[src/lbce_pkg.sv]
`timescale 1ns / 1ps
// Shared types and constants for the line buffer cursor editor.
// Depends on nothing; every other file of the block imports it.
package lbce_pkg;

  localparam int LINE_CAPACITY = 64;
  localparam int IDX_W = $clog2(LINE_CAPACITY);
  localparam int CNT_W = $clog2(LINE_CAPACITY + 1);

  // Fixed field widths of the channels.
  localparam int OP_W  = 3;
  localparam int CH_W  = 8;
  localparam int IN_IDX_W = 6;
  localparam int LEN_W = 7;
  localparam int ST_W  = 2;

  localparam logic [OP_W-1:0] OP_LEFT   = 3'd0;
  localparam logic [OP_W-1:0] OP_RIGHT  = 3'd1;
  localparam logic [OP_W-1:0] OP_INSERT = 3'd2;
  localparam logic [OP_W-1:0] OP_ERASE  = 3'd3;
  localparam logic [OP_W-1:0] OP_CHANGE = 3'd4;
  localparam logic [OP_W-1:0] OP_READ   = 3'd5;

  localparam logic [ST_W-1:0] ST_DONE = 2'd0;
  localparam logic [ST_W-1:0] ST_EDGE = 2'd1;
  localparam logic [ST_W-1:0] ST_FULL = 2'd2;

  localparam logic [CNT_W-1:0] CAP_CNT = CNT_W'(LINE_CAPACITY);

  // What every cell of the row does at a clock edge.
  typedef enum logic [1:0] {
    CELL_HOLD,
    CELL_INS,
    CELL_DEL,
    CELL_SET
  } cell_kind_t;

  typedef struct packed {
    cell_kind_t        kind;
    logic [CH_W-1:0]   ch;
    logic [CNT_W-1:0]  cursor;
    logic [IDX_W-1:0]  rd_index;
  } cell_cmd_t;

endpackage

[src/lbce_channels.sv]
`timescale 1ns / 1ps
// Valid/ready channel interfaces for command beats and result beats.
// Depends on lbce_pkg for field widths.
interface lbce_in_if;
  import lbce_pkg::*;
  logic                valid;
  logic                ready;
  logic [OP_W-1:0]     op;
  logic [CH_W-1:0]     ch;
  logic [IN_IDX_W-1:0] index;

  modport source (output valid, op, ch, index, input ready);
  modport sink (input valid, op, ch, index, output ready);
endinterface

interface lbce_out_if;
  import lbce_pkg::*;
  logic             valid;
  logic             ready;
  logic [LEN_W-1:0] line_length;
  logic [LEN_W-1:0] cursor_pos;
  logic [CH_W-1:0]  read_byte;
  logic [ST_W-1:0]  status;

  modport source (output valid, line_length, cursor_pos, read_byte, status, input ready);
  modport sink (input valid, line_length, cursor_pos, read_byte, status, output ready);
endinterface

[src/lbce_cell.sv]
`timescale 1ns / 1ps
// One byte cell of the line row: shifts with its neighbors, loads a byte.
// Depends on lbce_pkg.
module lbce_cell
  import lbce_pkg::*;
(
  input  logic             clk,
  input  cell_cmd_t        cmd_i,
  input  logic [IDX_W-1:0] pos_i,
  input  logic [CH_W-1:0]  left_i,
  input  logic [CH_W-1:0]  right_i,
  output logic [CH_W-1:0]  byte_o,
  output logic [CH_W-1:0]  rd_o
);

  logic [CH_W-1:0]  byte_r;
  logic [CNT_W-1:0] pos_ext;

  assign pos_ext = CNT_W'(pos_i);
  assign byte_o  = byte_r;
  // Only the addressed cell puts its byte on the read bus.
  assign rd_o    = (pos_i == cmd_i.rd_index) ? byte_r : '0;

  always_ff @(posedge clk) begin
    unique case (cmd_i.kind)
      CELL_HOLD: ;
      CELL_INS: begin
        if (pos_ext > cmd_i.cursor) begin
          byte_r <= left_i;
        end else if (pos_ext == cmd_i.cursor) begin
          byte_r <= cmd_i.ch;
        end
      end
      CELL_DEL: begin
        if (pos_ext >= cmd_i.cursor) begin
          byte_r <= right_i;
        end
      end
      CELL_SET: begin
        if (pos_ext == cmd_i.cursor) begin
          byte_r <= cmd_i.ch;
        end
      end
      default: ;
    endcase
  end

endmodule

[src/lbce_ctrl.sv]
`timescale 1ns / 1ps
// Command decode, length and cursor registers, and the result register.
// Depends on lbce_pkg and the channel interfaces.
module lbce_ctrl
  import lbce_pkg::*;
(
  input  logic              clk,
  input  logic              rst_n,
  lbce_in_if.sink           in_ch,
  lbce_out_if.source        out_ch,
  input  logic [CH_W-1:0]   rd_byte_i,
  output cell_cmd_t         cmd_o
);

  logic [CNT_W-1:0] held_r, held_nxt;
  logic [CNT_W-1:0] cursor_r, cursor_nxt;
  logic             out_valid_r;
  logic [LEN_W-1:0] len_out_r, len_out_nxt;
  logic [LEN_W-1:0] cur_out_r, cur_out_nxt;
  logic [CH_W-1:0]  rd_out_r, rd_out_nxt;
  logic [ST_W-1:0]  st_out_r, st_out_nxt;
  logic             accept;
  logic             full;
  logic             at_end;
  logic [CNT_W:0]   idx_ext;
  cell_kind_t       kind;

  // No beat is taken while reset is held.
  assign in_ch.ready = rst_n && (!out_valid_r || out_ch.ready);
  assign accept      = in_ch.valid && in_ch.ready;
  assign full        = (held_r >= CAP_CNT);
  assign at_end      = (cursor_r >= held_r);
  assign idx_ext     = (CNT_W + 1)'(in_ch.index);

  always_comb begin
    held_nxt   = held_r;
    cursor_nxt = cursor_r;
    st_out_nxt = ST_DONE;
    rd_out_nxt = '0;
    kind       = CELL_HOLD;
    unique case (in_ch.op)
      OP_LEFT: begin
        if (cursor_r != '0) begin
          cursor_nxt = cursor_r - 1'b1;
        end else begin
          st_out_nxt = ST_EDGE;
        end
      end
      OP_RIGHT: begin
        if (!at_end) begin
          cursor_nxt = cursor_r + 1'b1;
        end else begin
          st_out_nxt = ST_EDGE;
        end
      end
      OP_INSERT, OP_CHANGE: begin
        if (in_ch.op == OP_CHANGE && !at_end) begin
          kind = CELL_SET;
        end else if (full) begin
          st_out_nxt = ST_FULL;
        end else begin
          kind       = CELL_INS;
          held_nxt   = held_r + 1'b1;
          cursor_nxt = cursor_r + 1'b1;
        end
      end
      OP_ERASE: begin
        if (!at_end) begin
          kind     = CELL_DEL;
          held_nxt = held_r - 1'b1;
        end else begin
          st_out_nxt = ST_EDGE;
        end
      end
      OP_READ: begin
        if (idx_ext < (CNT_W + 1)'(held_r) &&
            idx_ext < (CNT_W + 1)'(LINE_CAPACITY)) begin
          rd_out_nxt = rd_byte_i;
        end else begin
          st_out_nxt = ST_EDGE;
        end
      end
      default: begin
        st_out_nxt = ST_EDGE;
      end
    endcase
    len_out_nxt = LEN_W'(held_nxt);
    cur_out_nxt = LEN_W'(cursor_nxt);
  end

  always_comb begin
    cmd_o.kind     = accept ? kind : CELL_HOLD;
    cmd_o.ch       = in_ch.ch;
    cmd_o.cursor   = cursor_r;
    cmd_o.rd_index = IDX_W'(in_ch.index);
  end

  always_ff @(posedge clk) begin
    if (!rst_n) begin
      held_r      <= '0;
      cursor_r    <= '0;
      out_valid_r <= 1'b0;
    end else begin
      if (accept) begin
        held_r      <= held_nxt;
        cursor_r    <= cursor_nxt;
        out_valid_r <= 1'b1;
      end else if (out_ch.ready) begin
        out_valid_r <= 1'b0;
      end
    end
  end

  always_ff @(posedge clk) begin
    if (accept) begin
      len_out_r <= len_out_nxt;
      cur_out_r <= cur_out_nxt;
      rd_out_r  <= rd_out_nxt;
      st_out_r  <= st_out_nxt;
    end
  end

  assign out_ch.valid       = out_valid_r;
  assign out_ch.line_length = len_out_r;
  assign out_ch.cursor_pos  = cur_out_r;
  assign out_ch.read_byte   = rd_out_r;
  assign out_ch.status      = st_out_r;

`ifndef SYNTHESIS
  a_cursor_in_line: assert property (@(posedge clk) disable iff (!rst_n)
    cursor_r <= held_r)
    else $error("cursor beyond line length");

  a_length_bound: assert property (@(posedge clk) disable iff (!rst_n)
    held_r <= CAP_CNT)
    else $error("line length beyond capacity");

  a_full_flag: assert property (@(posedge clk) disable iff (!rst_n)
    out_valid_r && st_out_r == ST_FULL |-> len_out_r == LEN_W'(LINE_CAPACITY))
    else $error("full status with room left");

  a_insert_grows: assert property (@(posedge clk) disable iff (!rst_n)
    accept && kind == CELL_INS |=> held_r == $past(held_r) + 1'b1)
    else $error("insert did not grow the line");
`endif

endmodule

[src/line_buffer_cursor_editor_unit.sv]
`timescale 1ns / 1ps
// Top level of the line buffer cursor editor: control plus the row of byte cells.
// Depends on lbce_pkg, the channel interfaces, lbce_ctrl and lbce_cell.
//
// Usage: each beat on in_ch is one edit command (op, ch, index): left, right,
// insert, erase, change or read. Each command returns exactly one beat on
// out_ch with the line length and cursor after the command, the byte read
// (zero unless a read hits a held position) and a status: done, no effect at
// a boundary, or line full with the byte dropped.
// The line lives in a row of LINE_CAPACITY byte cells. An insert shifts every
// cell right of the cursor one place to the right; an erase
// shifts the tail one place left. A read picks the addressed cell off an OR
// bus that only that cell drives.
// An accepted command's result beat is registered and valid in the next cycle, and
// one command is taken every cycle while results are taken: the cell row shifts on
// the edge that accepts a command, and the next command enters in the same cycle
// that the waiting result is taken. When the receiver stalls, the result beat holds
// and in_ch.ready stays low until it is taken. Synchronous reset (rst_n low) empties
// the line, puts the cursor at zero and holds in_ch.ready low; cell contents are not
// cleared, since only cells below the length are ever read.
module line_buffer_cursor_editor_unit
  import lbce_pkg::*;
(
  input  logic        clk,
  input  logic        rst_n,
  lbce_in_if.sink     in_ch,
  lbce_out_if.source  out_ch
);

  cell_cmd_t       cmd;
  logic [CH_W-1:0] cell_byte [LINE_CAPACITY];
  logic [CH_W-1:0] cell_rd   [LINE_CAPACITY];
  logic [CH_W-1:0] rd_bus;

  lbce_ctrl u_ctrl (
    .clk       (clk),
    .rst_n     (rst_n),
    .in_ch     (in_ch),
    .out_ch    (out_ch),
    .rd_byte_i (rd_bus),
    .cmd_o     (cmd)
  );

  // The row of cells. The first cell has no left neighbor and takes zero;
  // the last one refills itself from its own byte when the tail moves left.
  for (genvar i = 0; i < LINE_CAPACITY; i++) begin : g_cell
    logic [CH_W-1:0] left_b;
    logic [CH_W-1:0] right_b;

    if (i == 0) begin : g_first
      assign left_b = '0;
    end else begin : g_mid_l
      assign left_b = cell_byte[i-1];
    end

    if (i == LINE_CAPACITY - 1) begin : g_last
      assign right_b = cell_byte[i];
    end else begin : g_mid_r
      assign right_b = cell_byte[i+1];
    end

    lbce_cell u_cell (
      .clk     (clk),
      .cmd_i   (cmd),
      .pos_i   (IDX_W'(i)),
      .left_i  (left_b),
      .right_i (right_b),
      .byte_o  (cell_byte[i]),
      .rd_o    (cell_rd[i])
    );
  end

  // Read bus: at most one cell drives a nonzero byte.
  always_comb begin
    rd_bus = '0;
    for (int k = 0; k < LINE_CAPACITY; k++) begin
      rd_bus = rd_bus | cell_rd[k];
    end
  end

endmodule
[src/flat_wrapper.sv]
// flat-port wrapper written by rule: the top's interface ports become plain ports
module line_buffer_cursor_editor_unit_flat import lbce_pkg::*;
  (clk, rst_n, in_ch_valid, in_ch_op, in_ch_ch, in_ch_index, in_ch_ready, out_ch_valid, out_ch_line_length, out_ch_cursor_pos, out_ch_read_byte, out_ch_status, out_ch_ready);
  lbce_in_if in_ch_i ();
  lbce_out_if out_ch_i ();
  input  logic clk;
  input  logic rst_n;
  input wire logic [$bits(in_ch_i.valid)-1:0] in_ch_valid;
  input wire logic [$bits(in_ch_i.op)-1:0] in_ch_op;
  input wire logic [$bits(in_ch_i.ch)-1:0] in_ch_ch;
  input wire logic [$bits(in_ch_i.index)-1:0] in_ch_index;
  output wire logic [$bits(in_ch_i.ready)-1:0] in_ch_ready;
  output wire logic [$bits(out_ch_i.valid)-1:0] out_ch_valid;
  output wire logic [$bits(out_ch_i.line_length)-1:0] out_ch_line_length;
  output wire logic [$bits(out_ch_i.cursor_pos)-1:0] out_ch_cursor_pos;
  output wire logic [$bits(out_ch_i.read_byte)-1:0] out_ch_read_byte;
  output wire logic [$bits(out_ch_i.status)-1:0] out_ch_status;
  input wire logic [$bits(out_ch_i.ready)-1:0] out_ch_ready;
  assign in_ch_i.valid = in_ch_valid;
  assign in_ch_i.op = in_ch_op;
  assign in_ch_i.ch = in_ch_ch;
  assign in_ch_i.index = in_ch_index;
  assign in_ch_ready = in_ch_i.ready;
  assign out_ch_valid = out_ch_i.valid;
  assign out_ch_line_length = out_ch_i.line_length;
  assign out_ch_cursor_pos = out_ch_i.cursor_pos;
  assign out_ch_read_byte = out_ch_i.read_byte;
  assign out_ch_status = out_ch_i.status;
  assign out_ch_i.ready = out_ch_ready;
  line_buffer_cursor_editor_unit u_core (.clk(clk), .rst_n(rst_n), .in_ch(in_ch_i), .out_ch(out_ch_i));
endmodule
[config.mk]
export PLATFORM = sky130hd
export DESIGN_NAME = line_buffer_cursor_editor_unit_flat
export DESIGN_NICKNAME = d
export VERILOG_FILES = /design/src/lbce_pkg.sv /design/src/lbce_channels.sv /design/src/lbce_cell.sv /design/src/lbce_ctrl.sv /design/src/line_buffer_cursor_editor_unit.sv /design/src/flat_wrapper.sv
export SDC_FILE = /design/constraint.sdc
export NUM_CORES = 2
export LEC_CHECK = 0
export BUFFER_PORTS_ARGS = -buffer_cell sky130_fd_sc_hd__buf_2
export CAP_MARGIN = 20
export CORE_ASPECT_RATIO = 1.4
export CORE_MARGIN = 3
export CORE_UTILIZATION = 35
export CTS_CLUSTER_SIZE = 8
export DETAILED_ROUTE_END_ITERATION = 6
export PLACE_DENSITY = 0.56
export SKIP_LAST_GASP = 1
export SLEW_MARGIN = 20
export SYNTH_ARGS = -nofsm -noshare
export SYNTH_HDL_FRONTEND = slang
export SYNTH_HIERARCHICAL = 1
export SYNTH_SLANG_ARGS = --single-unit
[constraint.sdc]
create_clock -name clk -period 38.4 [get_ports clk]
set_clock_uncertainty 0.2 [all_clocks]
set_input_delay 5.76 -clock clk [delete_from_list [all_inputs] [get_ports clk]]
set_output_delay 5.76 -clock clk [all_outputs]
set_load 0.01 [all_outputs]
==> metrics.yaml <==
status: "completed"
setup_viol: 0
cts_buffer_depth: 3
fin_tns_setup_ps: 0
path_max_fanout: 4
ctsHoldBuffers: 0
die_h_um: 487
yosys_warnings: 6
portBuffers: 46
start_kind: "input pin"
final_cell_area_um2: 65700
cp-end-kind: "output pin"
placed_area_um2: 63400
synth_edf_count: 536
grt_max_degree: 130
arrival_ps: 6330
viasPerCell: 5.33
gp_congestion: 0.907
synth_flop_cell: "edfxtp_1"
antenna_found_initial: 8
cts_root_buf: "clkbuf_16"
wl_um: 193000
setup_ws_ps: 26110
ir_drop_mv: 0.0304
grt_pass1_wl_um: 293000
worstMarginPinSlew_ps: 1040
hold_viol_final: 0
htreeDepth: 3
reg2reg_slack_ps: 32840
layout.nets: 7377
overflow: 0
hold_path_class: "register to register"
synth.area.top_cells: "edfxtp_1 28%, mux2i_1 8.9%, ha_1 8.7%"
core_um2: 163000
synth_area_per_cell_um2: 9.45
die_w_um: 349
post_cts_buffers: 0
synthCells: 6115
gr-usage-all-layers_pct: 22.1
yosysTopAreaCell: "edfxtp_1"
rsz0062_at_grt: "no"
cts_sinks: 551
drc: 0
drtPass1Iterations: 6
maxSlewHeadroom_pct: 30.7
post-place-ws_ps: 26110
synth_top_area_share_pct: 27.8
ant_nets: 0
fin_crit_sh_pct: 32.0
ys_types: 73
path_clk_slew_ps: 50
cts_buffers: 79
grt_pass1_vias: 49100
row_count: 175
initial_core_util_pct: 35.4
via_count: 48600
fmax_ghz: 0.0813
syn_to_final_growth_pct: 13.6
leakagePower_nw: 24.4
io_pins: 47
yosysSeqAreaShare_pct: 28.4
async_flop_share_pct: 0
dpl.hpwl_um: 138000
drive_gt1_share_pct: 8.50
drv_slew: 0
drt_iter0_drc: 3566
syn_area_um2: 57800
crit_type: "input pin to output pin"
cts_resized: 0
cp.required_ps: 32440
synth-seq-cells: 551
clock_latency_ps: 680
max-cap-violations: 0
wl_per_cell_um: 21.1
cts_tree: "built"
period_minus_slack_ps: 12290
die_area_um2: 170000
powerDensity_nw_per_um2: 29.7
report_power, final:
part | switching [mW] | internal [mW]
sequential | 0.0368 | 0.711
combinational | 0.322 | 0.204
clock | 0.285 | 0.394
total | 0.644 | 1.31
metrics by stage:
stage                     hold WS [ps]  power, mW  std cells  util [%]
after detailed placement           290       1.28       8999      38.8
after CTS                          297       1.96       9113      40.2
after floorplan                    261       1.15       6889         -
after global routing               322       2.04       9113      40.2
after global placement             283       1.26       8999      38.8
final                              304       1.95       9114      40.2
Yosys cell counts, drive strengths merged, types with 130 or more instances:
library cell  instances
ha                  400
nor4                130
and2                524
o21ai               149
o221ai              512
a21oi               151
edfxtp              536
nand2               535
inv                1039
xnor2               265
mux2i               515
nor2                151
cell usage in the layout (no fill, tap or decap), drive strengths merged, types with 4 or more instances in the layout:
master,instances
conb,776
xnor2,265
a21o,7
inv,1040
nand3,72
nor2b,70
nand4,98
and2,524
xor2,128
clkbuf,110
nor2,151
or3,5
or4,10
dfxtp,15
o21bai,128
a311oi,4
o221ai,512
nand4b,64
a2bb2oi,64
nor4,130
nand2,535
a211oi,70
a31oi,70
nand2b,68
buf,77
ha,400
nor3,75
mux2i,515
edfxtp,536
a21oi,151
clkinv,4
o22ai,64
a2111oi,5
nand3b,65
and3,4
o21ai,149
critical path, cell delays in order:
cell      delay [ps]
buf_2             90
nand2b_1         170
and2_1           170
buf_2            140
registers in the layout, indices dropped and copies added (netlist names):
name,flops
u_core/u_ctrl/out_ch.status,2
u_core/g_cell.u_cell/byte_o,512
u_core/u_ctrl/cursor_r,7
u_core/u_ctrl/out_ch.line_length,7
u_core/u_ctrl/out_ch.valid,1
u_core/u_ctrl/held_r,7
u_core/u_ctrl/out_ch.read_byte,8
u_core/u_ctrl/out_ch.cursor_pos,7
final timing paths:
kind / startpoint / endpoint / depth (start not counted)
hold / removal: u_core/u_ctrl/held_r[5] / u_core/u_ctrl/held_r[5] / 2
setup / recovery: out_ch_ready / in_ch_ready / 4
setup reg to reg: u_core/u_ctrl/held_r[6] / u_core/g_cell[23].u_cell/byte_o[4] / 12
hold reg to reg: u_core/u_ctrl/held_r[5] / u_core/u_ctrl/held_r[5] / 2
cell type report:
class,instances,area (µm²)
fillers,16300,97700
multi-input cells,5207,39900
flip-flops and latches,551,16400
inverters,1040,3900
well taps,2124,2660
clock buffers,110,2210
repair buffers,77,510
clock inverters,4,33.8
diodes,1,2.50
kinds of logic after synthesis:
kind of cell	count (synthesis)	synth area share, %
DFF	551	28.4
muxes	517	8.96
other	2	0.0130
and+or+nand+nor	1876	20.1
AOI/OAI and AO/OA	1245	20.3
adders and majority gates	400	8.66
buffers and inverters	1131	7.60
xor gates and xnor gates	393	5.95
routing by layer:
layer	routed length, µm	GRT usage, %	up-vias	share of wire, %
li1	-	-	23200	-
met3	7930	1.99	390	4.1
met2	100000	41.4	1319	52
met5	55	0	-	0.029
met4	7620	8.80	8	4.0
met1	76800	25.7	23700	40
Power figures use the tool's default switching activity.
